`config.mk`:
```
export PLATFORM = sky130hd
export DESIGN_NAME = ffca_ctrl
export DESIGN_NICKNAME = d
export VERILOG_FILES = /design/src/ffca_pkg.sv /design/src/ffca_ctrl.sv
export SDC_FILE = /design/constraint.sdc
export NUM_CORES = 1
export LEC_CHECK = 0
export ABC_CLOCK_PERIOD_IN_PS = 2300
export CAP_MARGIN = 10
export CORE_AREA = 5 5 42 44
export DETAILED_ROUTE_END_ITERATION = 7
export DIE_AREA = 0 0 47 49
export DONT_BUFFER_PORTS = 1
export GPL_TIMING_DRIVEN = 0
export PLACE_DENSITY_LB_ADDON = 0.25
export SETUP_SLACK_MARGIN = 0.02
export SYNTH_ARGS = -nofsm -noshare
export SYNTH_HDL_FRONTEND = slang
export SYNTH_SLANG_ARGS = --single-unit
```
`constraint.sdc`:
```
create_clock -name i_clk -period 2.3 [get_ports i_clk]
set_clock_uncertainty 0.2 [all_clocks]
set_input_delay 0.575 -clock i_clk [delete_from_list [all_inputs] [get_ports i_clk]]
set_output_delay 0.575 -clock i_clk [all_outputs]
set_load 0.01 [all_outputs]
```
`src/ffca_pkg.sv`:
```
`timescale 1ns / 1ps
// ----------------------------------------------------------------------------
// ffca_pkg
// Shared constants, codes, command and status types for the first-fit
// contiguous allocator.
// ----------------------------------------------------------------------------
package ffca_pkg;

    localparam int DEF_MAP_UNITS = 4096;
    localparam int DEF_MAX_FILES = 256;

    // fixed field widths
    localparam int ACTION_W = 2;
    localparam int ID_W     = 8;
    localparam int SIZE_W   = 13;
    localparam int STATUS_W = 2;
    localparam int START_W  = 12;
    localparam int LEN_W    = 13;
    localparam int IFRAG_W  = 12;
    localparam int EFRAG_W  = 32;

    // map word: eight units per word, scanned one word per cycle
    localparam int MAP_WORD_W = 8;

    localparam logic [ACTION_W-1:0] ACT_CREATE = 2'd0;
    localparam logic [ACTION_W-1:0] ACT_DELETE = 2'd1;
    localparam logic [ACTION_W-1:0] ACT_LOOKUP = 2'd2;

    localparam logic [STATUS_W-1:0] ST_OK      = 2'd0;
    localparam logic [STATUS_W-1:0] ST_NOSPACE = 2'd1;
    localparam logic [STATUS_W-1:0] ST_UNKNOWN = 2'd2;
    localparam logic [STATUS_W-1:0] ST_IDSFULL = 2'd3;

    typedef struct packed {
        logic                clr_step;
        logic                load;
        logic                scan_init;
        logic                scan_step;
        logic                ent_latch;
        logic                mark_init;
        logic                mark_step;
        logic                set_status;
        logic [STATUS_W-1:0] status_code;
        logic                commit;
    } t_cmd;

    typedef struct packed {
        logic clr_last;
        logic is_create;
        logic is_delete;
        logic ids_full;
        logic size_bad;
        logic unknown;
        logic found;
        logic scan_last;
        logic mark_last;
        logic out_free;
    } t_sts;

    // x mod 10 by reciprocal multiply, exact for x below 2^17
    function automatic logic [3:0] mod10(input logic [16:0] x);
        logic [33:0] p;
        logic [14:0] q;
        logic [16:0] r;
        p = 34'(x) * 34'd52429;
        q = p[33:19];
        r = x - 17'(q * 15'd10);
        return r[3:0];
    endfunction

endpackage

```
`src/ffca_ctrl.sv`:
```
`timescale 1ns / 1ps
// ----------------------------------------------------------------------------
// ffca_ctrl
// Sequencer: map clearing pass, dispatch, first-fit scan, entry read,
// run marking and result commit.
// ----------------------------------------------------------------------------
module ffca_ctrl
    import ffca_pkg::*;
(
    input  logic i_clk,
    input  logic i_rst_n,
    input  logic i_in_valid,
    output logic o_in_ready,
    input  t_sts i_sts,
    output t_cmd o_cmd
);

    localparam logic [3:0] S_CLEAR    = 4'd0;
    localparam logic [3:0] S_IDLE     = 4'd1;
    localparam logic [3:0] S_DISP     = 4'd2;
    localparam logic [3:0] S_SCAN     = 4'd3;
    localparam logic [3:0] S_ENT_WAIT = 4'd4;
    localparam logic [3:0] S_MARK0    = 4'd5;
    localparam logic [3:0] S_MARK     = 4'd6;
    localparam logic [3:0] S_FIN      = 4'd7;

    logic [3:0] r_state;
    logic [3:0] n_state;

    always_ff @(posedge i_clk) begin
        if (!i_rst_n) begin
            r_state <= S_CLEAR;
        end else begin
            r_state <= n_state;
        end
    end

    always_comb begin
        n_state    = r_state;
        o_cmd      = '0;
        o_in_ready = 1'b0;
        unique case (r_state)
            S_CLEAR: begin
                o_cmd.clr_step = 1'b1;
                if (i_sts.clr_last) begin
                    n_state = S_IDLE;
                end
            end
            S_IDLE: begin
                o_in_ready = 1'b1;
                if (i_in_valid) begin
                    o_cmd.load = 1'b1;
                    n_state    = S_DISP;
                end
            end
            S_DISP: begin
                if (i_sts.is_create) begin
                    if (i_sts.ids_full) begin
                        o_cmd.set_status  = 1'b1;
                        o_cmd.status_code = ST_IDSFULL;
                        n_state           = S_FIN;
                    end else if (i_sts.size_bad) begin
                        o_cmd.set_status  = 1'b1;
                        o_cmd.status_code = ST_NOSPACE;
                        n_state           = S_FIN;
                    end else begin
                        o_cmd.scan_init = 1'b1;
                        n_state         = S_SCAN;
                    end
                end else if (i_sts.unknown) begin
                    o_cmd.set_status  = 1'b1;
                    o_cmd.status_code = ST_UNKNOWN;
                    n_state           = S_FIN;
                end else begin
                    n_state = S_ENT_WAIT;
                end
            end
            S_SCAN: begin
                o_cmd.scan_step = 1'b1;
                if (i_sts.found) begin
                    n_state = S_MARK0;
                end else if (i_sts.scan_last) begin
                    o_cmd.set_status  = 1'b1;
                    o_cmd.status_code = ST_NOSPACE;
                    n_state           = S_FIN;
                end
            end
            S_ENT_WAIT: begin
                o_cmd.ent_latch = 1'b1;
                n_state         = i_sts.is_delete ? S_MARK0 : S_FIN;
            end
            S_MARK0: begin
                o_cmd.mark_init = 1'b1;
                n_state         = S_MARK;
            end
            S_MARK: begin
                o_cmd.mark_step = 1'b1;
                if (i_sts.mark_last) begin
                    n_state = S_FIN;
                end
            end
            S_FIN: begin
                if (i_sts.out_free) begin
                    o_cmd.commit = 1'b1;
                    n_state      = S_IDLE;
                end
            end
            default: begin
                n_state = S_CLEAR;
            end
        endcase
    end

endmodule

```
== Word-level counts from Yosys, hierarchy flattened ==
Index checks and enable logic that the tools add are counted.

* Register bits: 4
* Bits in latches: 0
* RAM bits: 0
* Memory bits (read-only): 0
* Input bits: 13
* Memories kept: 0

* $add $sub $neg: 0
* Multiply operators: 0
* Div/mod/pow operators: 0
* Order comparisons: 0
* Equal/unequal tests: 12
* Shifts and indexed selects: 0
* Multiplexer cells: 33
* Bitwise gates (word level): 0
* Reductions and logical operators: 2

{| class="wikitable"
|+ Operators by type and width
! kind !! number
|-
| $pmux 4 s8 || 1
|-
| $mux 4 || 7
|-
| $mux 3 || 8
|-
| $eq 4x3->1 const B || 4
|-
| $mux 1 || 14
|-
| $eq 4x2->1 const B || 2
|-
| $ne 2x2->1 const B || 4
|-
| $pmux 3 s2 || 1
|-
| $reduce_and 5->1 || 1
|-
| $eq 4x1->1 const B || 1
|-
| $logic_not 4->1 || 1
|-
| $mux 2 || 2
|-
| $ne 3x3->1 const B || 1
|}

== Logic depth before layout (Yosys ltp) ==
Gate-level depths: netlist of run 1.

* Word-level depth: 4
* Depth in mapped cells: 5
* Depth with buffers taken out: 3

== Worst setup path after synthesis of run 1 ==
No wires, ideal clock.

* Path kind: input port to output port
* Start point: in i_sts[6] (netlist bit)
* End point: out o_cmd[8] (netlist bit)
* Arrival: 1.337 ns
* Required time: 1.525 ns
* Slack: 0.188 ns
* Cell stages on the path: 2
* Path buffers: 0
* Cells stage by stage: or4b_4 nor3b_2

{| class="wikitable"
|+ RTL lines
! what !! line !! text
|-
| from (decl) || ffca_ctrl.sv:14 || <nowiki>input t_sts i_sts,</nowiki>
|-
| to (decl) || ffca_ctrl.sv:15 || <nowiki>output t_cmd o_cmd</nowiki>
|}

==> flow_summary.json, run 1 <==
{
  "postRouteAntennaNets": 0,
  "design_area_um2": 439,
  "layout_commonest_cell": "nand2_1",
  "cellPowerDensity_nw_per_um2": 594,
  "synth_nets": 64,
  "worst-path-max-fanout": 10,
  "clk_pin_slew_ns": 0.04,
  "die_w_um": 47,
  "period_needed_ns": 2.24,
  "startpoint_type": "register",
  "start_util_pct": 27.4,
  "detail_route.wl_per_cell_um": 14.7,
  "port_buffers": 0,
  "postCtsHoldBufs": 0,
  "yosys.area.top_type_share_pct": 15.6,
  "crit_chain": "buf_6 > or4b_4 > nor3b_4",
  "synth_area_um2": 384,
  "maxCapViolCount": 0,
  "ios": 25,
  "clock_latency_ns": 0.23,
  "post-dp-hpwl_um": 827,
  "fp.dieH_um": 49,
  "period_share_pct": 97.5,
  "gr-total-overflow": 0,
  "grt_pass1_wl_um": 1820,
  "yosysWarnings": 0,
  "antenna_found_initial": 0,
  "slew_violations": 0,
  "synth_largest_area_cell": "dfxtp_1",
  "synth.area.top_cells": "dfxtp_1 (16%), nor3b_1 (5.9%), nand2b_1 (4.9%)",
  "setup.worst_path.end_class": "output port",
  "gp_congestion": 0.746,
  "crit_slowest_cell": "or4b_4",
  "max_stage_delay_ns": 0.56,
  "cts_buffers": 3,
  "avgSynthCellArea_um2": 7.53,
  "place_area_um2": 404,
  "syn_inst": 51,
  "drt_iter0_drc": 3,
  "wl_um": 1050,
  "leakagePower_nw": 0.165,
  "grt_pass1_vias": 419,
  "hold_violations": 0,
  "die-area_um2": 2300,
  "placementRows": 14,
  "remaining_drc_errors": 0,
  "worst-setup-path-type": "register to output port",
  "peakVddDrop_uv": 205,
  "ys_ff_latch": 3,
  "cts_root_buffer": "clkbuf_4",
  "clkSinkCount": 3,
  "slew-limit-headroom_pct": 67.2,
  "cts_tree": "yes",
  "yosysUniqueCellTypes": 31,
  "firstDrtPassIters": 4,
  "fmax_mhz": 446,
  "grt_max_degree": 11,
  "worst_pin_slew_ns": 0.491,
  "core_area_um2": 1400,
  "cp.required_ns": 1.52,
  "nets": 69,
  "vias": 390,
  "largest-register": "r_state",
  "outcome": "completed",
  "largest_reg_flops": 3,
  "synth_seq_area_share_pct": 15.6,
  "via_per_inst": 5.49,
  "reg_top3": "r_state x3",
  "clk_path_buf_depth": 2,
  "track_usage_pct": 10.5,
  "antennaDiodeCount": 0,
  "cts-htree-levels": 1,
  "syn_to_final_growth_pct": 14.3,
  "arrival_ns": 1.47,
  "setup_tns_ns": 0,
  "rsz0062_at_grt": "no",
  "layout-drive-gt1-share_pct": 25.5,
  "hold_class": "input pin to register",
  "finalSetupViolations": 0
}
-- cells by family after synthesis --
family                 share of synthesized area, %
DFF                                            15.6
and+or+nand+nor                                45.6
muxes                                          5.54
buffers and inverters                          10.7
AOI/OAI and AO/OA                              22.5
-- metrics by stage --
stage	util [%]	hold slack, ns	total power, W	setup WS, ns	std cells
after CTS	30.8	0.280	0.000263	0.0337	71
after global routing	31.3	0.279	0.000282	0.0202	71
after global placement	28.8	0.520	0.000168	0.155	67
after detailed placement	28.8	0.527	0.000168	0.153	67
after floorplan	-	0.450	0.000150	0.188	51
final	31.3	0.285	0.000261	0.0582	71
-- final cells by class --
| type | instances | area, µm² |
|---|---|---|
| fillers | 171 | 962 |
| multi-input cells | 40 | 289 |
| flip-flops and latches | 3 | 60.1 |
| plain buffers | 6 | 36.3 |
| clock buffers | 4 | 26.3 |
| well taps | 16 | 20.0 |
| inverters | 2 | 7.51 |
-- path summary, 6_finish.rpt --
check	start	endpoint	slack, ns	cells after the start
hold reg to reg	r_state[2]	r_state[2]	0.52	3
setup / recovery	r_state[0]	o_cmd[8]	0.06	3
hold / removal	i_rst_n	r_state[0]	0.29	1
setup reg to reg	r_state[0]	r_state[2]	0.82	4
-- cell usage after synthesis --
| library cell | number |
|---|---|
| o22ai_1 | 1 |
| buf_2 | 3 |
| o211ai_1 | 1 |
| or4b_4 | 1 |
| inv_1 | 2 |
| a21boi_1 | 1 |
| nand3_1 | 1 |
| nor4b_1 | 1 |
| a21oi_1 | 1 |
| nand3b_1 | 2 |
| nor2_1 | 3 |
| mux2_2 | 1 |
| or3b_2 | 1 |
| nor3_1 | 1 |
| o221a_2 | 1 |
| and3b_1 | 2 |
| o31a_1 | 1 |
| clkbuf_1 | 2 |
| nand2b_1 | 3 |
| dfxtp_1 | 3 |
| mux2i_1 | 1 |
| a41oi_1 | 2 |
| and2_1 | 1 |
| nand2_1 | 4 |
| nor3b_1 | 3 |
| nor3b_2 | 1 |
| nand4_1 | 1 |
| nand4b_1 | 1 |
| o21ai_0 | 3 |
| buf_6 | 1 |
| o31ai_1 | 1 |
-- routing by layer --
metal	track usage (%)	vias to the layer above	wire length, µm
li1	-	195	-
met1	14.7	182	465
met2	14.5	13	505
met3	2.21	0	75
met4	5.53	0	0
met5	0	-	0
-- worst max-delay path, delay by kind of cell (launching register included) --
kind                   cells  cell delay, ns
and+or+nand+nor            2            0.81
buffers and inverters      1            0.13
DFF                        1            0.30
-- report_power, final --
part	internal (W)	leakage, nW	switching, W
sequential	0.0000589	0.0247	0.00000173
clock	0.0000650	0.0150	0.0000268
combinational	0.0000458	0.126	0.0000627
-- what timing repair did --
action                                  CTS  global route
resized for setup                         1             3
endpoints found under the setup margin    1             4
hold endpoints to repair                  0             0
setup buffers                             0             0
Note: power is estimated with default switching activity, not from simulation.
==> inputs of run 2 (changes only) <==
Settings changed: BUFFER_PORTS_ARGS set to -buffer_cell sky130_fd_sc_hd__buf_2, DONT_BUFFER_PORTS 1 to not set.
==> flow_summary.json, run 2 (synthesis results as in run 1) <==
{
  "nets": 92,
  "remaining_drc_errors": 0,
  "slew-limit-headroom_pct": 78.1,
  "wl_um": 1090,
  "reg_top3": "r_state x3",
  "min_delay_path_depth": 3,
  "cts_setup_buffers": 0,
  "grt_pass1_vias": 416,
  "whs_ns": 0.406,
  "via_per_inst": 5.04,
  "placementRows": 14,
  "maxCapViolCount": 0,
  "reg2reg_from": "r_state[1]",
  "fin_cells": 94,
  "clk_pin_slew_ns": 0.04,
  "regToRegSetupSlack_ns": 0.79,
  "worst_pin_slew_ns": 0.328,
  "outcome": "completed",
  "port_buffers": 24,
  "post-dp-hpwl_um": 846,
  "gr-total-overflow": 0,
  "largest-register": "r_state",
  "drt_iter0_drc": 13,
  "cp.required_ns": 1.52,
  "crit_slowest_cell": "or4b_4",
  "max_stage_delay_ns": 0.54,
  "grt_max_degree": 19,
  "utilization_pct": 39.6,
  "period_needed_ns": 2.28,
  "peakVddDrop_uv": 176,
  "finalSetupViolations": 0,
  "hold_class": "input pin to register",
  "firstDrtPassIters": 3,
  "hp-start": "i_rst_n",
  "detail_route.wl_per_cell_um": 11.6,
  "postRouteAntennaNets": 0,
  "period_share_pct": 98.9,
  "layout-drive-gt1-share_pct": 47.4,
  "cellPowerDensity_nw_per_um2": 518,
  "rsz0062_at_grt": "yes",
  "clock_latency_ns": 0.23,
  "crit_start": "r_state[0]",
  "largest_reg_flops": 3,
  "fp.dieH_um": 49,
  "fmax_mhz": 439,
  "die_w_um": 47,
  "cts_tree": "yes",
  "slew_violations": 0,
  "antennaDiodeCount": 0,
  "rr_worst_depth": 4,
  "layout_commonest_cell": "buf_2",
  "dp_slack_ns": -0.0257,
  "setup_tns_ns": 0,
  "arrival_ns": 1.50,
  "grt_pass1_wl_um": 1700,
  "startpoint_type": "register",
  "cts_buffers": 3,
  "ios": 25,
  "dp_cells": 91,
  "postCtsHoldBufs": 0,
  "clk_path_buf_depth": 2,
  "start_util_pct": 27.4,
  "vias": 474,
  "crit_chain": "buf_6 > or4b_4 > nor3b_2 > buf_2",
  "cts-htree-levels": 1,
  "setup_slack_ns": 0.0242,
  "reg2reg_to": "r_state[0]",
  "worst-path-max-fanout": 10,
  "min_to": "r_state[1]",
  "setup.worst_path.end_class": "output port",
  "track_usage_pct": 9.92,
  "leakagePower_nw": 0.272,
  "final_cell_mix": "buf_2 (26), nand2_1 (4)",
  "clkSinkCount": 3,
  "core_area_um2": 1400,
  "antenna_found_initial": 0,
  "hold_violations": 0,
  "syn_to_final_growth_pct": 44.3,
  "gp_congestion": 0.751,
  "die-area_um2": 2300,
  "worst-setup-path-type": "register to output port",
  "cts_root_buffer": "clkbuf_4"
}
run 2: cell count changes in the layout (fill, tap and decap cells not counted), sizes merged:
cell,delta
buf,+24
clkbuf,-1
run 2: area by class of cell:
type	instances	area (µm²)
fillers	163	847
multi-input cells	40	283
repair buffers	24	126
flip-flops and latches	3	60.1
plain buffers	5	31.3
clock buffers	4	26.3
well taps	16	20.0
inverters	2	7.51
run 2: metrics by stage:
| stage | total power, W | instance area [µm²] |
|---|---|---|
| 2_1_floorplan | 0.000150 | 384 |
| 3_3_place_gp | 0.000193 | 524 |
| 3_5_place_dp | 0.000194 | 524 |
| 4_1_cts | 0.000289 | 553 |
| 5_1_grt | 0.000306 | 554 |
| 6_report | 0.000287 | 554 |
run 2: timing repair:
action	CTS	global route
pin swaps	2	0
endpoints found under the setup margin	2	5
gates cloned	0	0
resized for setup	1	2
run 2: worst max-delay path by stage:
stage,end,cells after the start,slack [ns]
2_1_floorplan,o_cmd[8],2,0.19
3_3_place_gp,o_cmd[8],4,-0.02
3_5_place_dp,o_cmd[8],4,-0.03
4_1_cts,o_cmd[8],4,0.007
5_1_grt,o_cmd[8],4,-0.04
6_report,o_cmd[8],4,0.02
run 2: power by group:
part | total (W) | switching (W) | internal [W] | leakage [nW]
Combinational | 0.000132 | 0.0000700 | 0.0000621 | 0.233
Sequential | 0.0000606 | 0.00000173 | 0.0000589 | 0.0247
Clock | 0.0000944 | 0.0000293 | 0.0000651 | 0.0150
Total | 0.000287 | 0.000101 | 0.000186 | 0.272
run 2: layer usage:
metal | vias to the layer above | GRT usage, % | wire, µm
met2 | 18 | 13.8 | 500
met1 | 211 | 13.4 | 489
met5 | - | 0 | 0
met4 | 0 | 5.53 | 20
met3 | 2 | 2.58 | 77
li1 | 243 | - | -
run 2: critical path, delay by kind of cell, from the launching register on:
kind	cells	cell delay (ns)
and+or+nand+nor	2	0.70
DFF	1	0.30
buffers and inverters	2	0.27
==> inputs of run 3 (changes only) <==
Settings changed: PLACE_DENSITY_LB_ADDON 0.25 to not set.
==> flow_summary.json, run 3 (synthesis results as in run 1) <==
{
  "outcome": "completed",
  "post-dp-hpwl_um": 849,
  "layout_commonest_cell": "buf_2",
  "via_per_inst": 5.11,
  "die_w_um": 47,
  "gp_congestion": 0.786,
  "die-area_um2": 2300,
  "drt_iter0_drc": 15,
  "port_buffers": 24,
  "period_needed_ns": 2.28,
  "leakagePower_nw": 0.274,
  "crit_chain": "buf_6 > or4b_4 > nor3b_2 > buf_2",
  "cp.required_ns": 1.52,
  "slew-limit-headroom_pct": 80.5,
  "track_usage_pct": 10.3,
  "cts-htree-levels": 1,
  "maxCapViolCount": 0,
  "hold_violations": 0,
  "largest-register": "r_state",
  "layout-drive-gt1-share_pct": 47.4,
  "grt_max_degree": 19,
  "final_cell_mix": "buf_2 (25), nand2_1 (4)",
  "peakVddDrop_uv": 173,
  "power.total_w": 0.000286,
  "clk_pin_slew_ns": 0.04,
  "setup.worst_path.end_class": "output port",
  "worst-path-max-fanout": 3,
  "gr-total-overflow": 0,
  "arrival_ns": 1.50,
  "detail_route.wl_per_cell_um": 11.3,
  "syn_to_final_growth_pct": 45.9,
  "antenna_found_initial": 0,
  "finalSetupViolations": 0,
  "firstDrtPassIters": 4,
  "startpoint_type": "input pin",
  "nets": 92,
  "fmax_mhz": 440,
  "postRouteAntennaNets": 0,
  "crit_family": "simple AND/OR/NAND/NOR gates",
  "fp.dieH_um": 49,
  "start_util_pct": 27.4,
  "clkSinkCount": 3,
  "period_share_pct": 98.9,
  "antennaDiodeCount": 0,
  "place_area_um2": 524,
  "grt_pass1_wl_um": 1740,
  "slew_violations": 0,
  "clk_path_buf_depth": 2,
  "worst_pin_slew_ns": 0.292,
  "max_stage_delay_ns": 0.53,
  "vias": 480,
  "clock_latency_ns": 0.23,
  "reg_top3": "r_state x3",
  "grt_pass1_vias": 432,
  "core_area_um2": 1400,
  "remaining_drc_errors": 0,
  "placementRows": 14,
  "ios": 25,
  "hold_class": "input pin to register",
  "design_area_um2": 561,
  "postCtsHoldBufs": 0,
  "cts_root_buffer": "clkbuf_4",
  "cp_num_buf_inv": 2,
  "cts_buffers": 3,
  "largest_reg_flops": 3,
  "crit_slowest_cell": "or4b_4",
  "worst-setup-path-type": "input pin to output port",
  "rsz0062_at_grt": "yes",
  "wl_um": 1070,
  "cellPowerDensity_nw_per_um2": 510,
  "cts_setup_buffers": 0,
  "cts_tree": "yes"
}
## run 3: cell counts in the layout (fill, tap and decap cells not counted)
No cell type changed its count.
## run 3: stage by stage
step	std cells	worst slack (ns)	TNS [ns]	hold slack [ns]	util (%)
after global routing	94	-0.0477	-0.0477	0.412	40.0
after global placement	91	-0.00461	-0.00461	0.499	37.4
after floorplan	51	0.188	0	0.450	-
after CTS	94	0.0154	0	0.401	39.9
final	94	0.0250	0	0.410	40.0
after detailed placement	91	-0.0148	-0.0148	0.515	37.4
## run 3: final timing paths
check | start | endpoint | slack (ns) | depth (start not counted)
worst max-delay path | i_sts[5] | o_cmd[8] | 0.02 | 4
worst min register to register | r_state[1] | r_state[2] | 0.52 | 3
worst min-delay path | i_rst_n | r_state[0] | 0.41 | 2
worst max register to register | r_state[1] | r_state[0] | 0.80 | 4
## run 3: area by class of cell
type / instances / area (µm²)
Fill cell: 161 / 841
Inverter: 2 / 7.51
Clock buffer: 4 / 26.3
Buffer: 5 / 31.3
Tap cell: 16 / 20.0
Timing Repair Buffer: 24 / 133
Multi-Input combinational cell: 40 / 283
Sequential cell: 3 / 60.1
## run 3: power by group
| group | total, W | internal (W) | switching, W |
|---|---|---|---|
| Combinational | 0.000132 | 0.0000631 | 0.0000693 |
| Sequential | 0.0000607 | 0.0000589 | 0.00000176 |
| Clock | 0.0000925 | 0.0000650 | 0.0000275 |
## run 3: what timing repair did
| item | in CTS | in global routing |
|---|---|---|
| resized for setup | 2 | 2 |
| pin swaps | 2 | 0 |
| endpoints found under the setup margin | 2 | 6 |
## run 3: metal layers
metal,up-vias,GRT usage [%],part of all wire [%]
met1,212,12.7,44
met3,2,1.85,6.8
met4,0,8.29,2.0
li1,249,-,-
met2,17,14.7,47
met5,-,0,0
